[src/sv/hsv2rgb_pkg.sv]
`timescale 1ns / 1ps
// ----------------------------------------------------------------------------
// hsv2rgb_pkg
// Widths, constants, sector codes and the rounding divide shared by the
// HSV to RGB converter.
// ----------------------------------------------------------------------------
package hsv2rgb_pkg;

  // Component width; FULL stands for 1.0 exactly.
  localparam int unsigned CB       = 16;
  localparam int unsigned FULL     = (1 << CB) - 1;
  localparam int unsigned HALF     = FULL >> 1;
  // Saturation below 5.0e-6 of full scale is grey: S * 200000 < FULL.
  localparam int unsigned GREY_MAX = (FULL - 1) / 200000;
  // Three components packed, padded to whole bytes.
  localparam int unsigned DATA_W   = ((3 * CB + 7) / 8) * 8;
  localparam int unsigned SEC_W    = 3;

  typedef logic [CB-1:0]    comp_t;
  typedef logic [2*CB-1:0]  prod_t;
  typedef logic [SEC_W-1:0] sec_t;

  // Sectors of the hue circle.
  localparam sec_t SEC_R_TO_Y = 3'd0;
  localparam sec_t SEC_Y_TO_G = 3'd1;
  localparam sec_t SEC_G_TO_C = 3'd2;
  localparam sec_t SEC_C_TO_B = 3'd3;
  localparam sec_t SEC_B_TO_M = 3'd4;
  localparam sec_t SEC_M_TO_R = 3'd5;
  localparam sec_t SEC_WRAP   = 3'd6;

  // Rounded divide by FULL = 2^CB - 1, half up. With y = hi * 2^CB + lo,
  // y = hi * FULL + (hi + lo), and hi + lo stays at or below 2 * FULL.
  function automatic comp_t rdiv(input prod_t x);
    prod_t       y;
    logic [CB:0] t;
    logic [CB:0] q;
    y = x + prod_t'(HALF);
    t = {1'b0, y[2*CB-1:CB]} + {1'b0, y[CB-1:0]};
    q = {1'b0, y[2*CB-1:CB]};
    if (t >= (CB+1)'(2 * FULL)) begin
      q = q + (CB+1)'(2);
    end else if (t >= (CB+1)'(FULL)) begin
      q = q + (CB+1)'(1);
    end
    return q[CB-1:0];
  endfunction

endpackage

[src/sv/hsv_to_rgb_converter.sv]
`timescale 1ns / 1ps
// Throughput: one item per cycle; five register stages, each with its own valid.
// A stage takes a new item when it is empty or its item moves on, so a stalled
// output holds only the stages behind it that are full.
// Reset (rst_n low, synchronous) empties every stage; payload registers keep data.
// ----------------------------------------------------------------------------
// hsv_to_rgb_converter
// Converts a stream of HSV pixels to RGB, fixed-point fractions of full scale.
// ----------------------------------------------------------------------------
module hsv_to_rgb_converter (
  input  logic                              clk,
  input  logic                              rst_n,
  input  logic                              in_tvalid,
  output logic                              in_tready,
  // hue_in, sat_in, val_in from the lowest bit up
  input  logic [hsv2rgb_pkg::DATA_W-1:0]    in_tdata,
  output logic                              out_tvalid,
  input  logic                              out_tready,
  // red_out, green_out, blue_out from the lowest bit up
  output logic [hsv2rgb_pkg::DATA_W-1:0]    out_tdata
);

  localparam int unsigned CB = hsv2rgb_pkg::CB;

  // Stage enables: a stage loads when it is empty or drains this cycle.
  logic en1, en2, en3, en4, en5;

  // Stage 1: sector split and grey test.
  logic                    vld1_r;
  hsv2rgb_pkg::sec_t       sec1_r;
  hsv2rgb_pkg::comp_t      rem1_r, sat1_r, val1_r;
  logic                    grey1_r;
  // Stage 2: first products.
  logic                    vld2_r;
  hsv2rgb_pkg::sec_t       sec2_r;
  hsv2rgb_pkg::comp_t      val2_r;
  logic                    grey2_r;
  hsv2rgb_pkg::prod_t      m_sr2_r, m_sf2_r, m_vs2_r;
  // Stage 3: rounded quotients.
  logic                    vld3_r;
  hsv2rgb_pkg::sec_t       sec3_r;
  hsv2rgb_pkg::comp_t      val3_r;
  logic                    grey3_r;
  hsv2rgb_pkg::comp_t      p1_3_r, nq2_3_r, nq3_3_r;
  // Stage 4: second products.
  logic                    vld4_r;
  hsv2rgb_pkg::sec_t       sec4_r;
  hsv2rgb_pkg::comp_t      val4_r;
  logic                    grey4_r;
  hsv2rgb_pkg::comp_t      p1_4_r;
  hsv2rgb_pkg::prod_t      m_p2_4_r, m_p3_4_r;
  // Stage 5: output register.
  logic                    vld5_r;
  logic                    grey5_r;
  hsv2rgb_pkg::comp_t      red5_r, grn5_r, blu5_r;

  assign en5       = !vld5_r || out_tready;
  assign en4       = !vld4_r || en5;
  assign en3       = !vld3_r || en4;
  assign en2       = !vld2_r || en3;
  assign en1       = !vld1_r || en2;
  assign in_tready = en1;

  // Stage 0 logic: h * 6 = a * 2^CB + b = a * FULL + (a + b).
  hsv2rgb_pkg::comp_t      hue_in, sat_in, val_in;
  logic [CB+2:0]           h6;
  logic [CB:0]             h6_sum;
  logic                    h6_wrap;
  hsv2rgb_pkg::comp_t      rem_nxt;
  hsv2rgb_pkg::sec_t       sec_raw, sec_nxt;
  logic                    grey_nxt;

  always_comb begin
    hue_in   = in_tdata[CB-1:0];
    sat_in   = in_tdata[2*CB-1:CB];
    val_in   = in_tdata[3*CB-1:2*CB];
    h6       = {3'b000, hue_in} * (CB+3)'(6);
    h6_sum   = {{(CB-2){1'b0}}, h6[CB+2:CB]} + {1'b0, h6[CB-1:0]};
    h6_wrap  = (h6_sum >= (CB+1)'(hsv2rgb_pkg::FULL));
    rem_nxt  = h6_wrap ? CB'(h6_sum - (CB+1)'(hsv2rgb_pkg::FULL)) : h6_sum[CB-1:0];
    sec_raw  = h6[CB+2:CB] + hsv2rgb_pkg::SEC_W'(h6_wrap);
    // Full hue lands on the seventh sector and is the same colour as hue 0.
    sec_nxt  = (sec_raw == hsv2rgb_pkg::SEC_WRAP) ? hsv2rgb_pkg::SEC_R_TO_Y : sec_raw;
    grey_nxt = (sat_in <= CB'(hsv2rgb_pkg::GREY_MAX));
  end

  // Stage 4 logic: final quotients and routing by sector.
  hsv2rgb_pkg::comp_t p2_c, p3_c;
  hsv2rgb_pkg::comp_t red_nxt, grn_nxt, blu_nxt;

  always_comb begin
    p2_c = hsv2rgb_pkg::rdiv(m_p2_4_r);
    p3_c = hsv2rgb_pkg::rdiv(m_p3_4_r);
    case (sec4_r)
      hsv2rgb_pkg::SEC_Y_TO_G: begin
        red_nxt = p2_c;   grn_nxt = val4_r; blu_nxt = p1_4_r;
      end
      hsv2rgb_pkg::SEC_G_TO_C: begin
        red_nxt = p1_4_r; grn_nxt = val4_r; blu_nxt = p3_c;
      end
      hsv2rgb_pkg::SEC_C_TO_B: begin
        red_nxt = p1_4_r; grn_nxt = p2_c;   blu_nxt = val4_r;
      end
      hsv2rgb_pkg::SEC_B_TO_M: begin
        red_nxt = p3_c;   grn_nxt = p1_4_r; blu_nxt = val4_r;
      end
      hsv2rgb_pkg::SEC_M_TO_R: begin
        red_nxt = val4_r; grn_nxt = p1_4_r; blu_nxt = p2_c;
      end
      default: begin
        red_nxt = val4_r; grn_nxt = p3_c;   blu_nxt = p1_4_r;
      end
    endcase
    if (grey4_r) begin
      red_nxt = val4_r;
      grn_nxt = val4_r;
      blu_nxt = val4_r;
    end
  end

  // Valid bits.
  always_ff @(posedge clk) begin
    if (!rst_n) begin
      vld1_r <= 1'b0;
      vld2_r <= 1'b0;
      vld3_r <= 1'b0;
      vld4_r <= 1'b0;
      vld5_r <= 1'b0;
    end else begin
      if (en1) vld1_r <= in_tvalid;
      if (en2) vld2_r <= vld1_r;
      if (en3) vld3_r <= vld2_r;
      if (en4) vld4_r <= vld3_r;
      if (en5) vld5_r <= vld4_r;
    end
  end

  // Payload.
  always_ff @(posedge clk) begin
    if (en1) begin
      sec1_r  <= sec_nxt;
      rem1_r  <= rem_nxt;
      sat1_r  <= sat_in;
      val1_r  <= val_in;
      grey1_r <= grey_nxt;
    end
    if (en2) begin
      sec2_r  <= sec1_r;
      val2_r  <= val1_r;
      grey2_r <= grey1_r;
      // FULL - x is the bitwise complement for a CB-bit x.
      m_sr2_r <= {{CB{1'b0}}, sat1_r} * {{CB{1'b0}}, rem1_r};
      m_sf2_r <= {{CB{1'b0}}, sat1_r} * {{CB{1'b0}}, ~rem1_r};
      m_vs2_r <= {{CB{1'b0}}, val1_r} * {{CB{1'b0}}, ~sat1_r};
    end
    if (en3) begin
      sec3_r  <= sec2_r;
      val3_r  <= val2_r;
      grey3_r <= grey2_r;
      p1_3_r  <= hsv2rgb_pkg::rdiv(m_vs2_r);
      nq2_3_r <= ~hsv2rgb_pkg::rdiv(m_sr2_r);
      nq3_3_r <= ~hsv2rgb_pkg::rdiv(m_sf2_r);
    end
    if (en4) begin
      sec4_r   <= sec3_r;
      val4_r   <= val3_r;
      grey4_r  <= grey3_r;
      p1_4_r   <= p1_3_r;
      m_p2_4_r <= {{CB{1'b0}}, val3_r} * {{CB{1'b0}}, nq2_3_r};
      m_p3_4_r <= {{CB{1'b0}}, val3_r} * {{CB{1'b0}}, nq3_3_r};
    end
    if (en5) begin
      grey5_r <= grey4_r;
      red5_r  <= red_nxt;
      grn5_r  <= grn_nxt;
      blu5_r  <= blu_nxt;
    end
  end

  assign out_tvalid = vld5_r;
  assign out_tdata  = hsv2rgb_pkg::DATA_W'({blu5_r, grn5_r, red5_r});

  // The wrap of full hue must leave only the six real sectors downstream.
  a_sector_range: assert property (@(posedge clk) disable iff (!rst_n)
    vld1_r |-> (sec1_r <= hsv2rgb_pkg::SEC_M_TO_R))
    else $error("sector out of range after wrap");

  // A grey pixel leaves with three equal channels.
  a_grey_equal: assert property (@(posedge clk) disable iff (!rst_n)
    (vld5_r && grey5_r) |-> (red5_r == grn5_r && grn5_r == blu5_r))
    else $error("grey pixel with unequal channels");

  // A full output stage that is stalled must hold the stage behind it.
  a_stall_hold: assert property (@(posedge clk) disable iff (!rst_n)
    (vld5_r && !out_tready && vld4_r) |=> (vld4_r && $stable(m_p2_4_r)))
    else $error("stage 4 item lost under stall");

  // Reset empties the pipeline; the first and last stages are checked.
  a_reset_empty: assert property (@(posedge clk)
    !rst_n |=> (!vld5_r && !vld1_r))
    else $error("pipeline not empty after reset");

endmodule
[config.mk]
export PLATFORM = sky130hd
export DESIGN_NAME = hsv_to_rgb_converter
export DESIGN_NICKNAME = d
export VERILOG_FILES = /design/src/sv/hsv2rgb_pkg.sv /design/src/sv/hsv_to_rgb_converter.sv
export SDC_FILE = /design/constraint.sdc
export NUM_CORES = 2
export LEC_CHECK = 0
export BUFFER_PORTS_ARGS = -buffer_cell sky130_fd_sc_hd__clkbuf_2
export CORE_AREA = 2 2 388 390
export DETAILED_ROUTE_END_ITERATION = 10
export DIE_AREA = 0 0 390 392
export SETUP_SLACK_MARGIN = 0.3
export SLEW_MARGIN = 5
export SYNTH_ARGS = -nofsm -noshare
export SYNTH_HDL_FRONTEND = slang
export SYNTH_SLANG_ARGS = --single-unit
[constraint.sdc]
create_clock -name clk -period 10.3 [get_ports clk]
set_input_delay 2.575 -clock clk [delete_from_list [all_inputs] [get_ports clk]]
set_output_delay 2.575 -clock clk [all_outputs]
set_load 0.05 [all_outputs]
==> results_dict.tcl <==
set metrics [dict create \
    syn_nets 8797 \
    critPathKind "in2reg" \
    cp-end-kind "register" \
    stdcell_area_um2 70600 \
    status "completed" \
    netlist.area_leader.share 0.294 \
    fin_ws_ns 2.40 \
    insertion_delay_ns 0.63 \
    dp_slack_ns 1.77 \
    setup_viol 0 \
    wl_per_cell_um 19.2 \
    die_w_um 390 \
    clock_sinks 389 \
    die_height_um 392 \
    cts_buffers 46 \
    hold-worst-slack_ns 0.408 \
    path_common_cell "ha_1" \
    worstHoldStart "val2_r[10]$_DFFE_PP_" \
    yosys_register_bits 389 \
    grt_start_max_net_pins 80 \
    area_delta_synth_final_pct 6.07 \
    final.min_clock_period_ns 7.90 \
    drtIter0Drc 3319 \
    crit_fanout 4 \
    worst_pin_slew_ns 1.12 \
    numPortBuffers 101 \
    multi_input_comb_area_um2 49100 \
    fmax_ghz 0.127 \
    grt_overflow_total 0 \
    synth_area_leaders "fa_1 29%, edfxtp_1 17%, ha_1 12%" \
    critPathRequiredTime_ns 10.68 \
    dp_hpwl_um 134000 \
    finalCritPeriodShare 0.767 \
    coreArea_um2 149000 \
    vias 48700 \
    drcViolationCount 0 \
    vias_per_cell 5.38 \
    cts_buffer_depth 3 \
    finalSetupTns_ns 0 \
    yosysTopAreaCell "fa_1" \
    r2r-start "rem1_r[4]$_DFFE_PP_" \
    crit_arrival_ns 8.28 \
    yosysWarningCount 0 \
    postCtsHoldBufs 0 \
    initial_utilization 0.447 \
    wl_met2_um 82600 \
    slowest_stage "o31ai_1" \
    drive_above_1_share 0.0443 \
    clkTransAtPathRegs_ns 0.07 \
    hp-class "reg2reg" \
    cts_tree "done" \
    dieArea_um2 153000 \
    slowest_delay_ns 0.43 \
    synth_ff_type "edfxtp_1" \
    synth_edf_count 384 \
    rsz0062_at_grt "false" \
    slew_violations 0 \
    drtPass1Iterations 6 \
    maxSlewHeadroom 0.244 \
    fin_nets 8742 \
    route.layer.met1.wl_um 78100 \
    drtAntennaViolNets 0 \
    start_kind "input pin" \
    first_global_vias 50800 \
    cts_setup_buffers 0 \
    drv_cap 0 \
    placed_cell_area_um2 69100 \
    routabilityCongestion 0.907 \
    htreeDepth 2 \
    hold_viol 0 \
    grt_first_pass_wirelength_um 282000 \
    postSynth.asyncResetShare 0 \
    fill_cells 14100 \
    highest_layer "met5" \
    crit_start "in_tdata[0]" \
    rrSetupSlack_ns 2.41 \
    ios 102 \
    skew_ns 0.0253 \
    syn_area_um2 66600 \
    syn_inst 7131 \
    drt-total-wl_um 174000 \
    root_buffer "clkbuf_16" \
    cts-resized-gates 0 \
    grt_use_total 0.233 \
    row_count 142 \
    antenna_found_initial 1 \
    ys_types 101 \
    synth_area_per_cell_um2 9.34 \
    seq_area_um2 11600 \
    wl_met3_um 8360 \
    seq_area_frac_synth 0.175 \
]
[routing by layer]
| metal | global-route usage | up-vias |
|---|---|---|
| met1 | 0.316 | 24500 |
| met3 | 0.0247 | 252 |
| met2 | 0.395 | 1232 |
| li1 | - | 22800 |
| met4 | 0.0665 | 2 |
| met5 | 0 | - |
[cells in the final DEF, fill, tap and decap left out, types with 15 or more instances in the layout]
cell | netlist | layout
nor2b_1 | 223 | 223
inv_1 | 1306 | 1304
nand2_1 | 708 | 706
or3_1 | 37 | 37
ha_1 | 637 | 637
fa_1 | 977 | 977
and3_1 | 49 | 49
or2_2 | 19 | 19
or4_1 | 15 | 15
nand3_1 | 107 | 106
a21boi_0 | 15 | 15
nor2_1 | 225 | 225
o21ai_0 | 112 | 112
xor2_1 | 139 | 139
nand4_1 | 59 | 59
o21a_1 | 32 | 32
nand2b_1 | 379 | 379
and2_1 | 296 | 296
a21o_1 | 81 | 81
a211oi_1 | 34 | 34
nor3_1 | 90 | 90
edfxtp_1 | 384 | 384
a221o_1 | 17 | 17
nor4_1 | 34 | 34
o211ai_1 | 21 | 21
a31oi_1 | 30 | 30
a21oi_1 | 212 | 212
and4_1 | 15 | 15
o31ai_1 | 22 | 22
clkbuf_16 | 0 | 46
xnor2_1 | 266 | 266
buf_4 | 0 | 71
nand3b_1 | 16 | 16
clkbuf_2 | 0 | 101
o21bai_1 | 24 | 24
a221oi_1 | 36 | 36
[per-stage QoR]
stage                     instances   util
after global routing           9055  0.474
after CTS                      9055  0.474
after detailed placement       8972  0.464
after global placement         8972  0.464
final                          9059  0.474
after floorplan                7131      -
[synth_stat cells, drive strengths merged, types with 49 or more instances]
| library cell | number |
|---|---|
| fa | 977 |
| a21oi | 212 |
| inv | 1307 |
| xnor2 | 267 |
| xor2 | 139 |
| and3 | 49 |
| nand2 | 709 |
| edfxtp | 384 |
| ha | 637 |
| nand3 | 108 |
| nand2b | 379 |
| a21o | 81 |
| nor2b | 223 |
| nor2 | 225 |
| nor3 | 91 |
| clkbuf | 269 |
| nand4 | 61 |
| o21ai | 116 |
| and2 | 297 |
[area by class of cell]
type                       count  share of cell area
clock buffer                  55              0.0171
multi-input combinational   5160               0.694
timing repair buffer         172              0.0147
tap                         1944              0.0344
clock inverter                28             0.00514
sequential                   389               0.165
antenna                        4            0.000142
inverter                    1307              0.0694
[flip-flops by register name (all words and copies together) (netlist names), 32 cells and up]
register / cells
m_p3_4_r: 32
m_vs2_r: 32
m_p2_4_r: 32
m_sr2_r: 32
m_sf2_r: 32
[worst max-delay path, delay by kind of cell]
family          cells  cell delay, ns
xor+xnor            2            0.29
compound gates     12            2.68
fa+ha+maj           5            1.07
simple gates        8            1.48
buf+inv             2            0.18
[final timing paths]
kind         depth (start not counted)                 endpoint
max                                 29  sec1_r[1]$_SDFFCE_PN0P_
min                                  0     val3_r[10]$_DFFE_PP_
max reg2reg                         27    m_sr2_r[31]$_DFFE_PP_
min reg2reg                          0     val3_r[10]$_DFFE_PP_
[kinds of logic after synthesis]
family	Yosys count	share of synthesized area
compound gates	803	0.0830
xor+xnor	408	0.0542
fa+ha+maj	1614	0.413
buf+inv	1582	0.0892
flops	389	0.175
mux	16	0.00263
simple gates	2319	0.183
Power is left out: the tool's default activity adds up to more than one toggle a clock period on the data nets, which glitch-free logic cannot reach.
